==> config.mk <==
export PLATFORM = sky130hd
export DESIGN_NAME = attitude_oscillation_detector
export DESIGN_NICKNAME = d
export VERILOG_FILES = /design/src/rtl/aod_pkg.sv /design/src/rtl/attitude_oscillation_detector.sv
export SDC_FILE = /design/constraint.sdc
export NUM_CORES = 1
export LEC_CHECK = 0
export BUFFER_PORTS_ARGS = -buffer_cell sky130_fd_sc_hd__buf_4
export CAP_MARGIN = 20
export CORE_AREA = 2 2 120 122
export CTS_BUF_LIST = sky130_fd_sc_hd__clkbuf_8 sky130_fd_sc_hd__clkbuf_16
export DETAILED_ROUTE_END_ITERATION = 7
export DIE_AREA = 0 0 122 124
export PLACE_DENSITY = 0.76
export SYNTH_ARGS = -nofsm -noshare
export SYNTH_HDL_FRONTEND = slang
export SYNTH_SLANG_ARGS = --single-unit
==> constraint.sdc <==
create_clock -name clk -period 10.28 [get_ports clk]
set_input_delay 0.514 -clock clk [delete_from_list [all_inputs] [get_ports clk]]
set_output_delay 0.514 -clock clk [all_outputs]
set_load 0.02 [all_outputs]
==> src/rtl/aod_pkg.sv <==
`timescale 1ns / 1ps

package aod_pkg;

    localparam int ANGLE_BITS  = 16;
    localparam int THRESH_BITS = 15;
    localparam int WINDOW_BITS = 8;
    localparam int COUNT_BITS  = 4;
    localparam int ADDR_BITS   = 4;
    localparam int DATA_BITS   = 32;
    localparam int NUM_AXES    = 2;

    // compare width holds the signed angle, the threshold and its negation
    localparam int CMP_BITS = ((ANGLE_BITS > THRESH_BITS) ? ANGLE_BITS : THRESH_BITS) + 2;
    // count arithmetic spans -2 .. limit + 1
    localparam int SUM_BITS = COUNT_BITS + 2;

    localparam int AXIS_PITCH = 0;
    localparam int AXIS_ROLL  = 1;

    localparam logic [1:0] REG_ANGLE_THRESHOLD = 2'd0;
    localparam logic [1:0] REG_PITCH_WINDOW    = 2'd1;
    localparam logic [1:0] REG_ROLL_WINDOW     = 2'd2;
    localparam logic [1:0] REG_COUNT_LIMIT     = 2'd3;

    localparam logic [THRESH_BITS-1:0] THRESHOLD_RESET    = THRESH_BITS'(1200);
    localparam logic [WINDOW_BITS-1:0] PITCH_WINDOW_RESET = WINDOW_BITS'(60);
    localparam logic [WINDOW_BITS-1:0] ROLL_WINDOW_RESET  = WINDOW_BITS'(40);
    localparam logic [COUNT_BITS-1:0]  COUNT_LIMIT_RESET  = COUNT_BITS'(8);

    typedef enum logic {
        AXIS_IDLE,
        AXIS_ARMED
    } axis_state_t;

endpackage

==> src/rtl/attitude_oscillation_detector.sv <==
`timescale 1ns / 1ps

// Attitude oscillation detector.
// Sample channel: pitch_angle, roll_angle and clear_request, moved by
// sample_valid / sample_stall; one request is one sample tick.
// Result channel: error_flag, pitch_count, roll_count, moved by
// result_valid / result_stall; exactly one result per sample.
// A sample accepted into the input register moves into the result register
// when it advances (the result register is empty or the receiver is not
// stalling), and result_valid is registered together with that result.
// Throughput: one sample per cycle while the receiver does not stall; per-axis
// state is updated as a sample passes from the input register into the result
// register, so the next sample always sees the state left by the one before it.
// When the receiver stalls, the result register holds and the input register
// keeps taking one more sample; after that sample_stall rises until the
// result is taken.
// Reset clears both axes to idle, zeroes counts, tick counters and the error
// flag, empties both registers, and loads the register defaults
// (threshold 1200, pitch window 60, roll window 40, count limit 8).
// Registers sit on the APB port at byte addresses 0, 4, 8 and 12.
module attitude_oscillation_detector
(
    input  logic                                  clk,
    input  logic                                  rst_n,

    input  logic                                  psel,
    input  logic                                  penable,
    input  logic                                  pwrite,
    input  logic [aod_pkg::ADDR_BITS-1:0]         paddr,
    input  logic [aod_pkg::DATA_BITS-1:0]         pwdata,
    output logic [aod_pkg::DATA_BITS-1:0]         prdata,
    output logic                                  pready,

    input  logic                                  sample_valid,
    output logic                                  sample_stall,
    input  logic signed [aod_pkg::ANGLE_BITS-1:0] pitch_angle,
    input  logic signed [aod_pkg::ANGLE_BITS-1:0] roll_angle,
    input  logic                                  clear_request,

    output logic                                  result_valid,
    input  logic                                  result_stall,
    output logic                                  error_flag,
    output logic [aod_pkg::COUNT_BITS-1:0]        pitch_count,
    output logic [aod_pkg::COUNT_BITS-1:0]        roll_count
);

    localparam int NA = aod_pkg::NUM_AXES;

    // configuration
    logic [aod_pkg::THRESH_BITS-1:0] threshold_reg;
    logic [aod_pkg::WINDOW_BITS-1:0] pitch_window_reg;
    logic [aod_pkg::WINDOW_BITS-1:0] roll_window_reg;
    logic [aod_pkg::COUNT_BITS-1:0]  limit_reg;
    logic                            cfg_write;
    logic [1:0]                      cfg_sel;

    // input register
    logic                                  in_valid_reg;
    logic signed [aod_pkg::ANGLE_BITS-1:0] sample_angle_reg [NA];
    logic                                  clear_reg;

    // result register
    logic                           out_valid_reg;
    logic                           out_error_reg;
    logic [aod_pkg::COUNT_BITS-1:0] out_count_reg [NA];

    // axis state
    aod_pkg::axis_state_t            state_reg [NA];
    aod_pkg::axis_state_t            state_next [NA];
    logic                            positive_reg [NA];
    logic                            positive_next [NA];
    logic [aod_pkg::WINDOW_BITS-1:0] tick_reg [NA];
    logic [aod_pkg::WINDOW_BITS-1:0] tick_next [NA];
    logic [aod_pkg::COUNT_BITS-1:0]  count_reg [NA];
    logic [aod_pkg::COUNT_BITS-1:0]  count_next [NA];
    logic                            error_reg;
    logic                            error_next;

    // per-axis decode
    logic [aod_pkg::WINDOW_BITS-1:0] window [NA];
    logic                            above_pos [NA];
    logic                            below_neg [NA];
    logic                            timeout [NA];
    logic                            reversal [NA];

    logic advance;
    logic load_in;

    // ---------------------------------------------------------------- config port
    assign pready    = 1'b1;
    assign cfg_sel   = paddr[3:2];
    assign cfg_write = psel & penable & pwrite & pready;

    always_comb
    begin
        unique case (cfg_sel)
            aod_pkg::REG_ANGLE_THRESHOLD: prdata = aod_pkg::DATA_BITS'(threshold_reg);
            aod_pkg::REG_PITCH_WINDOW:    prdata = aod_pkg::DATA_BITS'(pitch_window_reg);
            aod_pkg::REG_ROLL_WINDOW:     prdata = aod_pkg::DATA_BITS'(roll_window_reg);
            aod_pkg::REG_COUNT_LIMIT:     prdata = aod_pkg::DATA_BITS'(limit_reg);
        endcase
    end

    always_ff @(posedge clk or negedge rst_n)
    begin
        if (!rst_n)
        begin
            threshold_reg    <= aod_pkg::THRESHOLD_RESET;
            pitch_window_reg <= aod_pkg::PITCH_WINDOW_RESET;
            roll_window_reg  <= aod_pkg::ROLL_WINDOW_RESET;
            limit_reg        <= aod_pkg::COUNT_LIMIT_RESET;
        end
        else if (cfg_write)
        begin
            unique case (cfg_sel)
                aod_pkg::REG_ANGLE_THRESHOLD:
                    threshold_reg <= pwdata[aod_pkg::THRESH_BITS-1:0];
                aod_pkg::REG_PITCH_WINDOW:
                    pitch_window_reg <= pwdata[aod_pkg::WINDOW_BITS-1:0];
                aod_pkg::REG_ROLL_WINDOW:
                    roll_window_reg <= pwdata[aod_pkg::WINDOW_BITS-1:0];
                aod_pkg::REG_COUNT_LIMIT:
                    limit_reg <= pwdata[aod_pkg::COUNT_BITS-1:0];
            endcase
        end
    end

    // ---------------------------------------------------------------- flow control
    assign advance      = in_valid_reg & (~out_valid_reg | ~result_stall);
    assign load_in      = ~in_valid_reg | advance;
    assign sample_stall = ~load_in;

    always_ff @(posedge clk or negedge rst_n)
    begin
        if (!rst_n)
        begin
            in_valid_reg  <= 1'b0;
            out_valid_reg <= 1'b0;
        end
        else
        begin
            if (load_in)
                in_valid_reg <= sample_valid;
            if (advance)
                out_valid_reg <= 1'b1;
            else if (~result_stall)
                out_valid_reg <= 1'b0;
        end
    end

    always_ff @(posedge clk)
    begin
        if (load_in & sample_valid)
        begin
            sample_angle_reg[aod_pkg::AXIS_PITCH] <= pitch_angle;
            sample_angle_reg[aod_pkg::AXIS_ROLL]  <= roll_angle;
            clear_reg                             <= clear_request;
        end
    end

    // ---------------------------------------------------------------- axis decode
    assign window[aod_pkg::AXIS_PITCH] = pitch_window_reg;
    assign window[aod_pkg::AXIS_ROLL]  = roll_window_reg;

    always_comb
    begin
        logic signed [aod_pkg::CMP_BITS-1:0] a_ext;
        logic signed [aod_pkg::CMP_BITS-1:0] thr_ext;
        thr_ext = signed'(aod_pkg::CMP_BITS'(threshold_reg));
        for (int i = 0; i < NA; i++)
        begin
            a_ext        = aod_pkg::CMP_BITS'(sample_angle_reg[i]);
            above_pos[i] = a_ext > thr_ext;
            below_neg[i] = a_ext < -thr_ext;
            // timeout wins over a reversal on the same tick
            timeout[i]   = tick_reg[i] > window[i];
            reversal[i]  = positive_reg[i] ? below_neg[i] : above_pos[i];
        end
    end

    // next state
    always_comb
    begin
        for (int i = 0; i < NA; i++)
        begin
            state_next[i] = state_reg[i];
            unique case (state_reg[i])
                aod_pkg::AXIS_IDLE:
                    if (above_pos[i] | below_neg[i])
                        state_next[i] = aod_pkg::AXIS_ARMED;
                aod_pkg::AXIS_ARMED:
                    if (timeout[i] | reversal[i])
                        state_next[i] = aod_pkg::AXIS_IDLE;
            endcase
        end
    end

    // datapath updates per state
    always_comb
    begin
        logic [aod_pkg::COUNT_BITS-1:0]      base;
        logic signed [aod_pkg::SUM_BITS-1:0] delta;
        logic signed [aod_pkg::SUM_BITS-1:0] sum;
        logic                                hit;
        hit = 1'b0;
        for (int i = 0; i < NA; i++)
        begin
            positive_next[i] = positive_reg[i];
            tick_next[i]     = tick_reg[i];
            delta            = '0;
            unique case (state_reg[i])
                aod_pkg::AXIS_IDLE:
                    if (above_pos[i] | below_neg[i])
                    begin
                        positive_next[i] = above_pos[i];
                        tick_next[i]     = '0;
                    end
                aod_pkg::AXIS_ARMED:
                begin
                    tick_next[i] = tick_reg[i] + 1'b1;
                    if (timeout[i])
                        delta = -aod_pkg::SUM_BITS'(2);
                    else if (reversal[i])
                        delta = aod_pkg::SUM_BITS'(1);
                end
            endcase
            base = clear_reg ? '0 : count_reg[i];
            sum  = signed'(aod_pkg::SUM_BITS'(base)) + delta;
            if (sum[aod_pkg::SUM_BITS-1])
                count_next[i] = '0;
            else if (sum[aod_pkg::SUM_BITS-2:0] > (aod_pkg::SUM_BITS-1)'(limit_reg))
                count_next[i] = limit_reg;
            else
                count_next[i] = sum[aod_pkg::COUNT_BITS-1:0];
            hit = hit | (count_next[i] >= limit_reg);
        end
        error_next = (error_reg & ~clear_reg) | hit;
    end

    always_ff @(posedge clk or negedge rst_n)
    begin
        if (!rst_n)
        begin
            for (int i = 0; i < NA; i++)
            begin
                state_reg[i]    <= aod_pkg::AXIS_IDLE;
                positive_reg[i] <= 1'b0;
                tick_reg[i]     <= '0;
                count_reg[i]    <= '0;
            end
            error_reg <= 1'b0;
        end
        else if (advance)
        begin
            for (int i = 0; i < NA; i++)
            begin
                state_reg[i]    <= state_next[i];
                positive_reg[i] <= positive_next[i];
                tick_reg[i]     <= tick_next[i];
                count_reg[i]    <= count_next[i];
            end
            error_reg <= error_next;
        end
    end

    always_ff @(posedge clk)
    begin
        if (advance)
        begin
            out_error_reg <= error_next;
            for (int i = 0; i < NA; i++)
                out_count_reg[i] <= count_next[i];
        end
    end

    assign result_valid = out_valid_reg;
    assign error_flag   = out_error_reg;
    assign pitch_count  = out_count_reg[aod_pkg::AXIS_PITCH];
    assign roll_count   = out_count_reg[aod_pkg::AXIS_ROLL];

endmodule
== Word-level counts from Yosys, hierarchy flattened ==
Memories as Yosys holds them, arrays and structs flattened.
Cells that the tools add are included.
Storage, ports and cells
  flip-flop bits (word level): 68
  RAM bits: 40
  input bits: 76
  output and inout port bits: 44
  logic and storage cells: 100
  memories: 2
Memory list
  sample_angle_reg: words 2, bits a word 16, read ports 2, clocked after Yosys merged registers in 0, wr ports 2, RTL line attitude_oscillation_detector.sv:59  | logic signed [aod_pkg::ANGLE_BITS-1:0] sample_angle_reg [NA];
  out_count_reg: words 2, bits a word 4, read ports 2, clocked after Yosys merged registers in 0, wr ports 2, RTL line attitude_oscillation_detector.sv:65  | logic [aod_pkg::COUNT_BITS-1:0] out_count_reg [NA];
Cells by class
  $add $sub $neg: 5
  order comparisons: 10
  eq/ne operators: 6
  multiplexer cells: 31
  bitwise operators: 20
  reductions and logical operators: 9
Operator list (count)
  one-hot mux 32 bit (4 select lines): 1
  less-than comparator 16 x 18 -> 1 bit: 2
  > comparator 16 bit: 2
  one-hot mux 8 bit (2 select lines): 2
  two-way mux 4 bit: 6
  two-way mux 6 bit: 4
  negator 15 -> 18 bit: 1
  adder 8 x 1 -> 8 bit (second input constant): 2
  > comparator 8 bit: 2
  two-way mux 8 bit: 2
  two-way mux 1 bit: 14
  adder 5 x 6 -> 6 bit: 2
  AND reduction 2 bit: 6
  > comparator 5 x 4 -> 1 bit: 2
  greater-or-equal comparator 4 bit: 2
  bitwise OR 1 bit: 8
  inverter 1 bit: 7
  AND reduction 3 bit: 2
  AND 1 bit: 5
  == test 2 bit (second input constant): 2
  inequality test 2 bit (second input constant): 2
  one-hot mux 1 bit (2 select lines): 2
  == test 2 x 1 -> 1 bit (second input constant): 1
  zero test 2 bit: 1
  inequality test 2 x 1 -> 1 bit (second input constant): 1

== Longest topological paths before layout ==
  depth after elaboration: 13
  mapped depth: 37

== Worst setup path before layout ==
No wires, ideal clock.
  kind: register -> register
  from: register threshold_reg[3] (netlist bit)
  to: register out_error_reg (netlist: error_flag), data pin
  arrival: 5.900 ns
  data required time: 10.010 ns
  slack: 4.110 ns
  cell stages (with the launch flop): 32
  cell sequence: dfrtp_1 > or4_4 > nor2_1 > nand2_1 > nor3_1 > ha_1 > and4_1 > and3_1 > a221oi_1 > and3_1 > a21o_1 > mux2i_1 > nor3_1 > ha_1 > inv_1 > fa_1 > inv_1 > ha_1 > nor2b_1 > o21ai_0 > nand2b_1 > a21oi_1 > a41o_1 > nand2_1 > mux2i_1 > or2_2 > ha_1 > nand2b_1 > a21oi_1 > nor2b_1 > o21ai_0 > nand3_1
Between the ends
  word-level cells in the longest chain between the ends: 13
  elaborated cells on any way between the ends: 25
  those cells by class: add/sub: 3; order compare: 8; mux: 12; bitwise: 2
Ends and longest elaborated chain
  start: declaration: RTL line attitude_oscillation_detector.sv:50  | logic [aod_pkg::THRESH_BITS-1:0] threshold_reg;
  start signal: assignment: RTL line attitude_oscillation_detector.sv:108  | threshold_reg <= aod_pkg::THRESHOLD_RESET;
  start signal: assignment: RTL line attitude_oscillation_detector.sv:117  | threshold_reg <= pwdata[aod_pkg::THRESH_BITS-1:0];
  negator 15 -> 18 bit: RTL line attitude_oscillation_detector.sv:174  | below_neg[i] = a_ext < -thr_ext;
  less-than comparator 16 x 18 -> 1 bit: RTL line attitude_oscillation_detector.sv:174
  two-way mux 1 bit: RTL line attitude_oscillation_detector.sv:177  | reversal[i] = positive_reg[i] ? below_neg[i] : above_pos[i];
  two-way mux 1 bit: RTL line attitude_oscillation_detector.sv:223  | else if (reversal[i])
  two-way mux 6 bit: RTL line attitude_oscillation_detector.sv:221  | if (timeout[i])
  two-way mux 6 bit: RTL line attitude_oscillation_detector.sv:211  | unique case (state_reg[i])
  adder 5 x 6 -> 6 bit: RTL line attitude_oscillation_detector.sv:228  | sum = signed'(aod_pkg::SUM_BITS'(base)) + delta;
  > comparator 5 x 4 -> 1 bit: RTL line attitude_oscillation_detector.sv:231  | else if (sum[aod_pkg::SUM_BITS-2:0] > (aod_pkg::SUM_BITS-1)'(limit_reg))
  two-way mux 4 bit: RTL line attitude_oscillation_detector.sv:231
  two-way mux 4 bit: RTL line attitude_oscillation_detector.sv:229  | if (sum[aod_pkg::SUM_BITS-1])
  greater-or-equal comparator 4 bit: RTL line attitude_oscillation_detector.sv:235  | hit = hit | (count_next[i] >= limit_reg);
  bitwise OR 1 bit (*): RTL line attitude_oscillation_detector.sv:235
  bitwise OR 1 bit (*): RTL line attitude_oscillation_detector.sv:237  | error_next = (error_reg & ~clear_reg) | hit;
  via error_next: RTL line attitude_oscillation_detector.sv:77  | logic error_next;
  end signal: assignment: RTL line attitude_oscillation_detector.sv:270  | out_error_reg <= error_next;
  end: declaration: RTL line attitude_oscillation_detector.sv:64  | logic out_error_reg;
The timed path passes the listed nets; every way through them passes the cells marked *.
A chain may end at the register's enable or synchronous reset.

== Worst setup path in the final report ==
Ends and elaborated chain as after synthesis.

==> key figures <==
Status
  • Outcome: complete, no violations

Final layout
  • Core Util, Final: 0.618
  • Register area: approximately 2900 sq um
  • Ant diodes: 0
  • Area Growth Syn to Fin: 14.2%
  • Fin area: between 8000 and 9000 sq um
  • Final #Nets: between 1000 and 1500
  • Number of flip-flops in the largest register: 32
  • Share of cells above drive strength 1: 0.164
  • Area of the multi-input gates: between 4000 and 5000 sq um
  • FILL cells: roughly 1100

Drt
  • Drc violations: 0
  • Final ANT Viol Nets: 0
  • DR vias/cell: roughly 5.8
  • First drt pass iteration count: 5
  • Via count: just under 6000
  • Wirelength, routed: ~18 mm
  • Drt wl/cell: about 18 microns
  • DRT iter0 DRCs: approximately 440

CTS
  • Cts repair resizes: 0
  • CTS tree: done
  • Clock Tree Root: clkbuf_16
  • H-Tree Depth: 3
  • Later-pin clock latency in the skew report: between 300 and 400 ps
  • Hold buffers post-CTS: 0
  • Clock Tree Buf Depth: 2
  • Clock-pin slew on the worst setup and hold paths: about 80 ps
  • # clock sinks: around 110
  • Post-CTS Setup Bufs: 0
  • Cts bufs inserted: 9

Logic synthesis
  • Avg Cell Area, Syn: a little under 10 sq um
  • Post-synth EDFFs: 42
  • Synth Register Bits: about 110
  • Asr flop ratio synth: 0.611
  • Mapped Cells: 748
  • Cell Area, Synth: around 7400 sq um
  • Library cells used by synthesis: 59
  • Sequential element share of the synthesized area: 0.394
  • Yosys warns: 0
  • Prevailing post-synth register cell: dfrtp_1

STA
  • Setup_tns: 0 ps
  • Crit path time final: between 7000 and 8000 ps
  • Slew @ Worst Pin: roughly 1000 ps
  • RSZ-0062 raised after global routing: false
  • Final hold vios: 0
  • Final Max Tran Viols: 0
  • Setup violators final: 0
  • Fmax: 133 MHz
  • Final Cycle Share: 0.733
  • Relative slew margins: 0.326
  • Clock Skew: 13.9 ps

Worst setup path
  • Reg-to-reg startpoint: threshold_reg[3]
  • Crit path top cell by count: ha_1
  • Critical Path AT: between 7000 and 8000 ps
  • Critical path launch point type: flip-flop
  • R2R depth: 31
  • Required @ worst endpoint: roughly 10000 ps
  • CP Capture Type: flip-flop
  • CP max stage cell: nor4_1
  • Critical path class: flip-flop to flip-flop
  • Critical path peak fanout: 5
  • Reg-to-reg slack, setup: approximately 2700 ps
  • Reg-to-Reg End: error_flag
  • CP peak stage delay: 530 ps

Power and ir drop
  • Seq pwr share: 0.339
  • Leak Pwr: 3.97 nW
  • P_int: 1.19 mW
  • Combinational share of power: 0.481
  • Pwr/cell area: between 200 and 250 nW/um^2
  • NetSw: approximately 800 uW
  • Switching share of total power: 0.408
  • Clk network pwr share: 0.180
  • Maximum vdd drop: ~99 uV

Floorplan
  • Die area: around 15000 sq um
  • FP Rows: 43
  • Die W: roughly 120 microns
  • Core Box Area: around 14000 sq um
  • Initial Utilization: 0.541
  • Die H: approximately 120 microns
  • Top-Level Pins: 120

GRT
  • Wire length of the first global-routing pass: 30.1 mm
  • Pin count of the biggest net entering global routing: between 60 and 70
  • Initial antenna violation count: 0
  • Global Route Usage Sum: 0.258
  • Vias in the first global route: 6101
  • Gr ovfl total: 0

Place
  • DP Area: around 8200 sq um
  • Post-DP HPWL: around 14 mm
  • I/O Buffers: between 80 and 90
  • Final GP Congestion: approximately 0.90

Hold path
  • Worst min-delay path category: primary input to async pin

Run
  • Max Cap Viol: 0
==> cells in the mapped netlist (7+ instances only) <==
| master | instances | area share |
|---|---|---|
| a211oi_1 | 8 | 0.0081 |
| a21o_1 | 17 | 0.017 |
| a21oi_1 | 33 | 0.022 |
| and3_1 | 8 | 0.0067 |
| buf_4 | 18 | 0.018 |
| clkbuf_1 | 13 | 0.0066 |
| dfrtp_1 | 55 | 0.19 |
| dfstp_2 | 11 | 0.039 |
| edfxtp_1 | 42 | 0.17 |
| ha_1 | 105 | 0.18 |
| inv_1 | 62 | 0.031 |
| mux2_2 | 7 | 0.011 |
| mux2i_1 | 16 | 0.022 |
| nand2_1 | 75 | 0.038 |
| nand2b_1 | 9 | 0.0076 |
| nand3_1 | 18 | 0.012 |
| nand4_1 | 10 | 0.0084 |
| nor2_1 | 35 | 0.018 |
| nor2b_1 | 17 | 0.014 |
| nor3_1 | 19 | 0.013 |
| o21a_1 | 9 | 0.0091 |
| o21ai_0 | 56 | 0.038 |
| o31ai_1 | 12 | 0.012 |
| or2_2 | 7 | 0.0059 |
| xnor2_1 | 18 | 0.021 |
==> layout by cell type, fill, tap and decap left out, drive strengths merged, types with 8 or more instances in the layout <==
master	Yosys	final
xnor2	18	18
nand2	75	75
and3	8	8
o21ai	57	57
a21oi	33	33
o21a	9	9
a211oi	8	8
nor3	19	19
o31ai	12	12
dfstp	11	11
nand3	18	18
a21o	17	17
edfxtp	42	42
mux2i	16	16
nor2b	17	17
inv	62	66
nand4	10	10
dfrtp	55	55
nand2b	9	9
ha	105	105
nor2	35	35
clkbuf	14	10
conb	2	18
buf	18	86
==> how the worst max path moves through the flow <==
stage                           startpoint  slack (ps)  cells past startpoint    endpoint
after floorplan           threshold_reg[3]        4110                     31  error_flag
after global placement    threshold_reg[3]        3160                     31  error_flag
after detailed placement  threshold_reg[3]        2870                     31  error_flag
after CTS                 threshold_reg[3]        2850                     31  error_flag
after global routing      threshold_reg[3]        2270                     33   error_reg
final                     threshold_reg[3]        2750                     31  error_flag
==> logic make-up (layout without fill, tap and decap cells) <==
family / Yosys count / count (layout) / synth area share
xor+xnor: 23 / 23 / 0.0290
mux: 27 / 27 / 0.0444
buf+inv: 94 / 165 / 0.0568
other cells: 2 / 18 / 0.00101
flops: 108 / 108 / 0.394
simple gates: 222 / 222 / 0.149
fa+ha+maj: 108 / 108 / 0.184
compound gates: 164 / 164 / 0.141
==> critical path: cells and delay by family (launching register included) <==
kind | cells | cell delay, ps
flops | 1 | 430
fa+ha+maj | 5 | 1620
mux | 2 | 520
compound gates | 10 | 1840
buf+inv | 2 | 130
simple gates | 11 | 2510
xor+xnor | 1 | 240
==> power by group through the flow <==
stage,sequential (mW),combinational [mW],clock (mW)
after floorplan,0.679,0.677,0
after global placement,0.683,0.887,0
after detailed placement,0.687,0.944,0
after CTS,0.679,0.961,0.365
after global routing,0.697,1.10,0.381
final,0.682,0.968,0.363
==> layer usage <==
layer  up-vias  share of wire  global-route usage  wire [microns]
met4         0          0.020              0.0797             367
li1       2825              -                   -               -
met1      2915           0.44               0.336            8160
met3        29          0.046              0.0440             855
met5         -              0                   0               0
met2       162           0.49               0.442            9110
==> per-stage QoR <==
| stage | power, mW | instances | hold slack, ps | setup slack, ps |
|---|---|---|---|---|
| 2_1_floorplan | 1.36 | 764 | 218 | 4110 |
| 3_3_place_gp | 1.57 | 998 | 456 | 3160 |
| 3_5_place_dp | 1.63 | 998 | 463 | 2870 |
| 4_1_cts | 2.01 | 1014 | 311 | 2850 |
| 5_1_grt | 2.17 | 1015 | 320 | 2270 |
| 6_report | 2.01 | 1015 | 247 | 2750 |
==> layout make-up <==
class | count | area share
clock buffer | 9 | 0.0266
inverter | 62 | 0.0275
clock inverter | 7 | 0.00857
timing repair buffer | 87 | 0.0771
tap | 180 | 0.0266
multi-input combinational | 562 | 0.488
sequential | 108 | 0.345
No activity file was read; power rests on OpenSTA's default activity.
